[src/hw/rtl/cdeq_pkg.sv]
// cdeq_pkg: sizes, types, request and status codes and index helpers
// for the circular double-ended queue core; depends on nothing
`timescale 1ns / 1ps
`default_nettype none

package cdeq_pkg;

    localparam int DEPTH = 8;
    localparam int IDX_W = (DEPTH > 1) ? $clog2(DEPTH) : 1;

    typedef logic [IDX_W-1:0]  t_idx;
    typedef logic signed [31:0] t_word;
    typedef logic [2:0]         t_mode;
    typedef logic [1:0]         t_status;

    localparam t_mode MODE_PUSH_FRONT = 3'd0;
    localparam t_mode MODE_PUSH_BACK  = 3'd1;
    localparam t_mode MODE_POP_FRONT  = 3'd2;
    localparam t_mode MODE_POP_BACK   = 3'd3;
    localparam t_mode MODE_PEEK       = 3'd4;

    localparam t_status ST_DONE      = 2'd0;
    localparam t_status ST_OVERFLOW  = 2'd1;
    localparam t_status ST_UNDERFLOW = 2'd2;

    localparam t_word NONE_VALUE = -32'sd1;

    localparam t_idx LAST_IDX = IDX_W'(DEPTH - 1);

    // circular successor
    function automatic t_idx f_next_idx(input t_idx idx);
        t_idx res;
        if (idx == LAST_IDX) begin
            res = '0;
        end else begin
            res = idx + t_idx'(1);
        end
        return res;
    endfunction

    // circular predecessor
    function automatic t_idx f_prev_idx(input t_idx idx);
        t_idx res;
        if (idx == '0) begin
            res = LAST_IDX;
        end else begin
            res = idx - t_idx'(1);
        end
        return res;
    endfunction

endpackage

`default_nettype wire

[src/hw/rtl/circular_double_ended_queue_core.sv]
// circular_double_ended_queue_core: deque of cdeq_pkg::DEPTH 32-bit entries
// in a circular slot memory; depends on cdeq_pkg
`timescale 1ns / 1ps
`default_nettype none

// Fixed-capacity double-ended queue. Each request pushes at the front or
// back, pops from the front or back, or only peeks (unused mode codes act
// as peek). Every request gives exactly one result: a status (done,
// overflow on push into a full deque, underflow on pop from an empty one),
// the popped value (-1 when nothing was removed), the front and back values
// after the request (-1 when empty) and empty/full flags. Entries live in
// a synchronous slot memory with one write and one registered read port;
// the current front and back values are also held in registers, so a
// push, a peek, a rejected request or the pop of the last element has its
// result registered at acceptance and shown in the cycle after it, and the
// next request can be taken as that result is taken. A pop that leaves
// elements behind must fetch the new front or back entry from the slot
// memory into r_rd_data, then fill the result from it. Requests are taken
// whenever the core is not waiting on that memory read and the result
// register is empty or being taken in the same cycle. There is no clearing
// pass after reset; the deque is empty at once.
module circular_double_ended_queue_core (
    input  wire logic             i_clk,
    input  wire logic             i_rst_n,
    // request channel
    input  wire logic             i_in_valid,
    output logic                  o_in_stall,
    input  wire cdeq_pkg::t_mode  i_mode,
    input  wire cdeq_pkg::t_word  i_data_in,
    // result channel
    output logic                  o_out_valid,
    input  wire logic             i_out_stall,
    output cdeq_pkg::t_status     o_status,
    output cdeq_pkg::t_word       o_popped_value,
    output cdeq_pkg::t_word       o_front_value,
    output cdeq_pkg::t_word       o_back_value,
    output logic                  o_is_empty,
    output logic                  o_is_full
);
    import cdeq_pkg::*;

    // sequencer: idle, or waiting on the slot memory read
    localparam logic S_IDLE = 1'b0;
    localparam logic S_READ = 1'b1;

    logic    r_state;

    // deque bookkeeping
    t_idx    r_head;
    t_idx    r_tail;
    logic    r_empty;
    t_word   r_front;      // cached copy of slot at r_head
    t_word   r_back;       // cached copy of slot at r_tail

    // slot memory and its registered read data
    t_word   r_slots [DEPTH];
    t_word   r_rd_data;
    logic    r_rd_front;   // pending read refills the front (else the back)

    // result register
    logic    r_out_valid;
    t_status r_out_status;
    t_word   r_out_popped;
    t_word   r_out_front;
    t_word   r_out_back;
    logic    r_out_empty;
    logic    r_out_full;

    // next state of the request being accepted
    t_idx    n_head;
    t_idx    n_tail;
    logic    n_empty;
    t_word   n_front;
    t_word   n_back;
    logic    n_full;
    t_status n_status;
    t_word   n_popped;

    // memory port controls
    logic    wr_en;
    t_idx    wr_addr;
    logic    rd_en;
    t_idx    rd_addr;
    logic    rd_front;

    logic    full_now;
    logic    out_take;
    logic    in_accept;

    assign out_take   = r_out_valid && !i_out_stall;
    assign o_in_stall = (r_state != S_IDLE) || (r_out_valid && i_out_stall);
    assign in_accept  = i_in_valid && !o_in_stall;

    assign full_now = !r_empty && (f_next_idx(r_tail) == r_head);

    always_comb begin
        n_head   = r_head;
        n_tail   = r_tail;
        n_empty  = r_empty;
        n_front  = r_front;
        n_back   = r_back;
        n_status = ST_DONE;
        n_popped = NONE_VALUE;
        wr_en    = 1'b0;
        wr_addr  = r_head;
        rd_en    = 1'b0;
        rd_addr  = r_head;
        rd_front = 1'b0;

        if (i_mode inside {MODE_PUSH_FRONT, MODE_PUSH_BACK}) begin
            if (r_empty) begin
                // first element always lands in slot zero
                n_head  = '0;
                n_tail  = '0;
                n_empty = 1'b0;
                n_front = i_data_in;
                n_back  = i_data_in;
                wr_en   = 1'b1;
                wr_addr = '0;
            end else if (full_now) begin
                n_status = ST_OVERFLOW;
            end else if (i_mode == MODE_PUSH_FRONT) begin
                n_head  = f_prev_idx(r_head);
                n_front = i_data_in;
                wr_en   = 1'b1;
                wr_addr = f_prev_idx(r_head);
            end else begin
                n_tail  = f_next_idx(r_tail);
                n_back  = i_data_in;
                wr_en   = 1'b1;
                wr_addr = f_next_idx(r_tail);
            end
        end else if (i_mode inside {MODE_POP_FRONT, MODE_POP_BACK}) begin
            if (r_empty) begin
                n_status = ST_UNDERFLOW;
            end else if (i_mode == MODE_POP_FRONT) begin
                n_popped = r_front;
                if (r_head == r_tail) begin
                    // last element gone, indices left as they are
                    n_empty = 1'b1;
                end else begin
                    n_head   = f_next_idx(r_head);
                    rd_en    = 1'b1;
                    rd_addr  = f_next_idx(r_head);
                    rd_front = 1'b1;
                end
            end else begin
                n_popped = r_back;
                if (r_head == r_tail) begin
                    n_empty = 1'b1;
                end else begin
                    n_tail  = f_prev_idx(r_tail);
                    rd_en   = 1'b1;
                    rd_addr = f_prev_idx(r_tail);
                end
            end
        end

        n_full = !n_empty && (f_next_idx(n_tail) == n_head);
    end

    // slot memory: one write port, one registered read port; a read is
    // only issued by a pop, never in the same cycle as a write
    always_ff @(posedge i_clk) begin
        if (in_accept && wr_en) begin
            r_slots[wr_addr] <= i_data_in;
        end
        if (in_accept && rd_en) begin
            r_rd_data <= r_slots[rd_addr];
        end
    end

    // control state
    always_ff @(posedge i_clk) begin
        if (!i_rst_n) begin
            r_state     <= S_IDLE;
            r_head      <= '0;
            r_tail      <= '0;
            r_empty     <= 1'b1;
            r_out_valid <= 1'b0;
            r_rd_front  <= 1'b0;
        end else begin
            case (r_state)
                S_IDLE: begin
                    if (in_accept) begin
                        r_head     <= n_head;
                        r_tail     <= n_tail;
                        r_empty    <= n_empty;
                        r_rd_front <= rd_front;
                        if (rd_en) begin
                            // any earlier result is gone by now
                            r_state     <= S_READ;
                            r_out_valid <= 1'b0;
                        end else begin
                            r_out_valid <= 1'b1;
                        end
                    end else if (out_take) begin
                        r_out_valid <= 1'b0;
                    end
                end
                S_READ: begin
                    r_state     <= S_IDLE;
                    r_out_valid <= 1'b1;
                end
                default: begin
                    r_state <= S_IDLE;
                end
            endcase
        end
    end

    // front/back caches and result payload
    always_ff @(posedge i_clk) begin
        if (r_state == S_IDLE && in_accept) begin
            r_front      <= n_front;
            r_back       <= n_back;
            r_out_status <= n_status;
            r_out_popped <= n_popped;
            r_out_front  <= n_empty ? NONE_VALUE : n_front;
            r_out_back   <= n_empty ? NONE_VALUE : n_back;
            r_out_empty  <= n_empty;
            r_out_full   <= n_full;
        end else if (r_state == S_READ) begin
            // refill whichever end the pop moved
            if (r_rd_front) begin
                r_front     <= r_rd_data;
                r_out_front <= r_rd_data;
            end else begin
                r_back     <= r_rd_data;
                r_out_back <= r_rd_data;
            end
        end
    end

    assign o_out_valid    = r_out_valid;
    assign o_status       = r_out_status;
    assign o_popped_value = r_out_popped;
    assign o_front_value  = r_out_front;
    assign o_back_value   = r_out_back;
    assign o_is_empty     = r_out_empty;
    assign o_is_full      = r_out_full;

    // a memory wait only follows an accepted request
    a_read_after_accept: assert property (@(posedge i_clk) disable iff (!i_rst_n)
        (r_state == S_READ) |-> $past(in_accept))
        else $error("memory wait without an accepted request");

    // result register is free while the memory read is pending
    a_no_result_in_read: assert property (@(posedge i_clk) disable iff (!i_rst_n)
        (r_state == S_READ) |-> !r_out_valid)
        else $error("result register busy during memory wait");

    // an empty result reports no front and no back value
    a_empty_none: assert property (@(posedge i_clk) disable iff (!i_rst_n)
        (r_out_valid && r_out_empty) |->
            (r_out_front == NONE_VALUE && r_out_back == NONE_VALUE && !r_out_full))
        else $error("empty result carries element values");

endmodule

`default_nettype wire
[config.mk]
export PLATFORM = sky130hd
export DESIGN_NAME = circular_double_ended_queue_core
export DESIGN_NICKNAME = d
export VERILOG_FILES = /design/src/hw/rtl/cdeq_pkg.sv /design/src/hw/rtl/circular_double_ended_queue_core.sv
export SDC_FILE = /design/constraint.sdc
export NUM_CORES = 1
export LEC_CHECK = 0
export BUFFER_PORTS_ARGS = -buffer_cell sky130_fd_sc_hd__buf_2
export CAP_MARGIN = 20
export CORE_MARGIN = 10
export CORE_UTILIZATION = 52
export DETAILED_ROUTE_END_ITERATION = 10
export MAX_ROUTING_LAYER = met4
export PLACE_DENSITY = 0.66
export SLEW_MARGIN = 20
export SYNTH_ARGS = -nofsm -noshare
export SYNTH_HDL_FRONTEND = slang
export SYNTH_SLANG_ARGS = --single-unit
[constraint.sdc]
create_clock -name i_clk -period 9.1 [get_ports i_clk]
set_input_delay 1.82 -clock i_clk [delete_from_list [all_inputs] [get_ports i_clk]]
set_output_delay 1.82 -clock i_clk [all_outputs]
set_load 0.05 [all_outputs]
==> results.txt <==
----------------------------------------------------
[Pwr]
  NetSw ... 1110 µW
  Power share of the sequential group ... 51.7%
  Clock power frac ... 39.8%
  Switching part of the total power ... 23.7%
  Static leakage ... 0.00700 µW
  Power density of the placed cells ... 214 nW/µm²
  Comb pwr share ... 8.5%
  Worst vdd rail ir drop ... 151 µV
  Internal power ... 3600 µW

[Finish]
  Number of antenna diodes ... 0
  Fraction of layout cells with a size suffix above 1 ... 18.4%
  Filler-free cell count of the finished design ... 1897
  Fin util ... 60.0%
  Area overhead of the layout relative to synthesis ... 13.3%
  Post-route cell area ... 22000 µm²
  Fin nets ... 1444

[STA]
  Total Neg Setup Slack ... 0 ns
  Fin. max-slew vios ... 0
  Final setup violation count ... 0
  Endpoints failing hold ... 0
  Largest clock skew in the final design ... 0.0122 ns
  Final worst path period share ... 48.1%
  Relative slew slack ... 28.8%
  Worst slew pin tran ... 1.07 ns
  Setup repair after global routing missed its margin ... false
  Time the final worst path needs with I/O delays and setup ... 4.38 ns
  Upper clock frequency limit ... 229 MHz

[Worst hold path]
  Min-delay worst type ... reg -> reg

[Drt]
  Average wire length per cell after detail routing ... 23.6 µm
  Via count ... 11516
  Routed Wire Length ... 44.8 mm
  DRT Pass-1 Iters ... 5
  Number of routed nets with antenna violations ... 0
  Via density ... 6.07
  DRC violations left ... 0
  DR iter-0 viols ... 971

[Place]
  Post-placement cell area ... 20500 µm²
  Half-perimeter wire length of the detailed placement result ... 25.0 mm
  Total of buffers placed on input and output ports ... 140
  Placer's final routability congestion estimate ... 0.867
  Total instance count after detailed placement ... 1813

[Clock tree]
  Insertion delay to the later sink of the worst-skew pair ... 0.57 ns
  Clock root buffer ... sky130_fd_sc_hd__clkbuf_16
  TritonCTS clock tree ... done
  Hold-fix buffers at CTS ... 0
  Clock-pin transition on the worst setup and hold timing paths ... 0.06 ns
  Max Buffers Root-to-Sink ... 3
  H-tree depth ... 2
  CTS buffer count ... 48
  Post-CTS resize count ... 0
  # clock sinks ... 462
  Number of setup buffers added after CTS ... 0

[Floorplanning]
  Horizontal die dimension ... 213 µm
  Number of I/O pins ... 141
  Die Span Y ... 213 µm
  Area of the core ... 36700 µm²
  Placement Rows ... 70
  Initial core utilization ... 52.9%
  Floorplan die area ... 45500 µm²

[Synth]
  Post-Synthesis Net Count ... 1328
  Area of the mapped netlist ... 19400 µm²
  Number of instances in the synthesized netlist ... 1279
  Netlist cell types ... 61
  Per-instance average area after synthesis ... 15.2 µm²
  Portion of the post-synthesis area used by sequential elements ... 70.9%
  Synthesis Warnings ... 0
  Synth Flop Type ... sky130_fd_sc_hd__edfxtp_1
  Synthesized flop and latch total ... 462
  Post-synth EDFFs ... 452
  Ys async rst share ... 0%

[Global routing]
  Met2 global-route usage ... 31.8%
  Met1 capacity usage during global routing ... 26.4%
  Vias in the first global route ... 11393
  Met3 track demand over resource in global routing ... 2.62%
  Overall overflow remaining after global route ... 0
  Pin count of the biggest net entering global routing ... 257
  GRT Util Overall ... 19.9%
  Global routing's busiest layer ... met2
  Antenna violations before repair ... 0
  Global-route wire length before repair ... 68.0 mm

[Run status]
  Result of the run ... complete, no violations

[Worst setup path]
  Category of the worst setup path capture point ... flop
  Critical path data arrival time ... 4.72 ns
  Crit-path max FO ... 64
  Kind of start point of the critical path ... input pin
  Req. time, crit path ... 9.44 ns
  Type of the setup path with the least slack ... in -> reg

[Run]
  Max Cap Violations ... 0

----------------------------------------------------
[critical path, stage by stage]
cell and delay, ns:
sky130_fd_sc_hd__buf_2 0.16, sky130_fd_sc_hd__inv_1 0.09, sky130_fd_sc_hd__nand3_2 0.78, sky130_fd_sc_hd__nand2_1 0.48
sky130_fd_sc_hd__o21a_4 0.79, sky130_fd_sc_hd__a2111oi_0 0.15, sky130_fd_sc_hd__nor4_1 0.42
[per-layer routing]
layer	vias to the layer above	share of wire [%]
met2	316	49
met3	59	4.9
li1	5349	-
met4	0	1.7
met1	5792	44
met5	-	0
[sequential cells by signal, summed over array words and instances (netlist names)]
register / flops
r_slots: 256
o_back_value: 32
o_front_value: 32
o_popped_value: 32
r_back: 32
r_front: 32
r_rd_data: 32
r_head: 3
r_tail: 3
o_status: 2
o_is_empty: 1
o_is_full: 1
o_out_valid: 1
r_empty: 1
r_rd_front: 1
r_state: 1
[layout by cell type (no fill, tap or decap), types with 3 or more instances in the layout]
master,instances
sky130_fd_sc_hd__nor3_1,3
sky130_fd_sc_hd__clkinv_2,7
sky130_fd_sc_hd__clkbuf_1,10
sky130_fd_sc_hd__nand2b_1,31
sky130_fd_sc_hd__nor4_1,32
sky130_fd_sc_hd__a21boi_0,3
sky130_fd_sc_hd__and3_1,3
sky130_fd_sc_hd__a21oi_1,105
sky130_fd_sc_hd__o21ai_1,3
sky130_fd_sc_hd__nor3b_2,6
sky130_fd_sc_hd__a2111oi_1,57
sky130_fd_sc_hd__buf_2,140
sky130_fd_sc_hd__buf_4,22
sky130_fd_sc_hd__clkinv_1,12
sky130_fd_sc_hd__nor2b_1,129
sky130_fd_sc_hd__clkbuf_16,50
sky130_fd_sc_hd__a2111oi_2,3
sky130_fd_sc_hd__nor3_2,4
sky130_fd_sc_hd__nor2_1,48
sky130_fd_sc_hd__nand3_1,11
sky130_fd_sc_hd__o211ai_1,4
sky130_fd_sc_hd__edfxtp_1,452
sky130_fd_sc_hd__o21ai_0,11
sky130_fd_sc_hd__inv_1,12
sky130_fd_sc_hd__bufinv_16,3
sky130_fd_sc_hd__ha_1,10
sky130_fd_sc_hd__a2111oi_0,69
sky130_fd_sc_hd__mux2i_1,68
sky130_fd_sc_hd__xnor2_1,3
sky130_fd_sc_hd__dfxtp_1,10
sky130_fd_sc_hd__o21ai_4,3
sky130_fd_sc_hd__a221o_1,32
sky130_fd_sc_hd__nand2_1,21
[kinds of logic (layout without fill, tap and decap cells)]
group / count (synthesis) / in the layout / share of synthesized area, %
fa+ha+maj: 10 / 10 / 0.644
mux: 70 / 70 / 3.69
buf+inv: 112 / 262 / 2.84
simple gates: 306 / 306 / 8.99
flops: 462 / 462 / 70.9
compound gates: 312 / 312 / 12.5
xor+xnor: 7 / 7 / 0.393
[cell usage after synthesis, types with 2 or more instances]
| cell type | n | area share, % |
|---|---|---|
| sky130_fd_sc_hd__edfxtp_1 | 452 | 70 |
| sky130_fd_sc_hd__and2_1 | 2 | 0.064 |
| sky130_fd_sc_hd__nor3_1 | 7 | 0.18 |
| sky130_fd_sc_hd__o2111ai_1 | 2 | 0.090 |
| sky130_fd_sc_hd__nand3_1 | 12 | 0.31 |
| sky130_fd_sc_hd__a21o_1 | 2 | 0.077 |
| sky130_fd_sc_hd__nor3b_2 | 3 | 0.19 |
| sky130_fd_sc_hd__nand2b_1 | 31 | 1.0 |
| sky130_fd_sc_hd__a2111oi_1 | 57 | 2.9 |
| sky130_fd_sc_hd__o21ai_0 | 12 | 0.31 |
| sky130_fd_sc_hd__or3_1 | 2 | 0.064 |
| sky130_fd_sc_hd__buf_2 | 27 | 0.70 |
| sky130_fd_sc_hd__a2111oi_0 | 69 | 3.1 |
| sky130_fd_sc_hd__clkbuf_1 | 54 | 1.0 |
| sky130_fd_sc_hd__a21oi_1 | 105 | 2.7 |
| sky130_fd_sc_hd__buf_4 | 8 | 0.31 |
| sky130_fd_sc_hd__o21ai_1 | 4 | 0.10 |
| sky130_fd_sc_hd__dfxtp_1 | 10 | 1.0 |
| sky130_fd_sc_hd__buf_6 | 9 | 0.52 |
| sky130_fd_sc_hd__nand2_1 | 22 | 0.43 |
| sky130_fd_sc_hd__inv_1 | 12 | 0.23 |
| sky130_fd_sc_hd__o211ai_1 | 4 | 0.15 |
| sky130_fd_sc_hd__a21boi_0 | 3 | 0.12 |
| sky130_fd_sc_hd__a2111oi_2 | 3 | 0.23 |
| sky130_fd_sc_hd__ha_1 | 10 | 0.64 |
| sky130_fd_sc_hd__o311ai_1 | 2 | 0.090 |
| sky130_fd_sc_hd__xor2_1 | 2 | 0.090 |
| sky130_fd_sc_hd__xor2_2 | 2 | 0.17 |
| sky130_fd_sc_hd__xnor2_1 | 3 | 0.14 |
| sky130_fd_sc_hd__mux2i_1 | 68 | 3.5 |
| sky130_fd_sc_hd__nor4_1 | 32 | 1.0 |
| sky130_fd_sc_hd__and3_1 | 3 | 0.097 |
| sky130_fd_sc_hd__nor2_1 | 50 | 0.97 |
| sky130_fd_sc_hd__a221o_1 | 32 | 1.6 |
| sky130_fd_sc_hd__nor3b_1 | 5 | 0.19 |
| sky130_fd_sc_hd__o21a_1 | 4 | 0.15 |
| sky130_fd_sc_hd__nor2b_1 | 129 | 4.2 |
| sky130_fd_sc_hd__or2_2 | 2 | 0.064 |
[per-stage QoR]
stage               setup slack, ns  power [µW]  hold WS (ns)
floorplan                      1.99        2760         0.545
global placement               4.15        2880         0.565
detailed placement             4.19        2880         0.565
CTS                            4.77        4740         0.585
global route                   4.50        4860         0.608
finish                         4.72        4710         0.585
[worst paths after layout]
| check | from | endpoint | slack (ns) | depth (start not counted) |
|---|---|---|---|---|
| min | r_back[29] | o_popped_value[29] | 0.58 | 1 |
| max reg2reg | r_tail[0] | o_front_value[20] | 5.14 | 9 |
| min reg2reg | r_back[29] | o_popped_value[29] | 0.58 | 1 |
| max | i_mode[2] | r_rd_data[1] | 4.72 | 7 |
[cell type report]
cell class	instances	area (µm²)
fill	2802	14700
sequential	462	13800
multi-input combinational	705	5190
clock buffer	60	1290
timing repair buffer	164	913
tap	468	586
clock inverter	24	199
inverter	14	55.1
[power groups by stage]
| stage | clock network, µW | logic [µW] | registers [µW] |
|---|---|---|---|
| after floorplan | 0 | 199 | 2560 |
| after global placement | 0 | 400 | 2480 |
| after detailed placement | 0 | 404 | 2480 |
| after CTS | 1900 | 405 | 2440 |
| after global routing | 1990 | 434 | 2440 |
| final | 1870 | 402 | 2440 |
No activity file was read; power rests on OpenSTA's default activity.
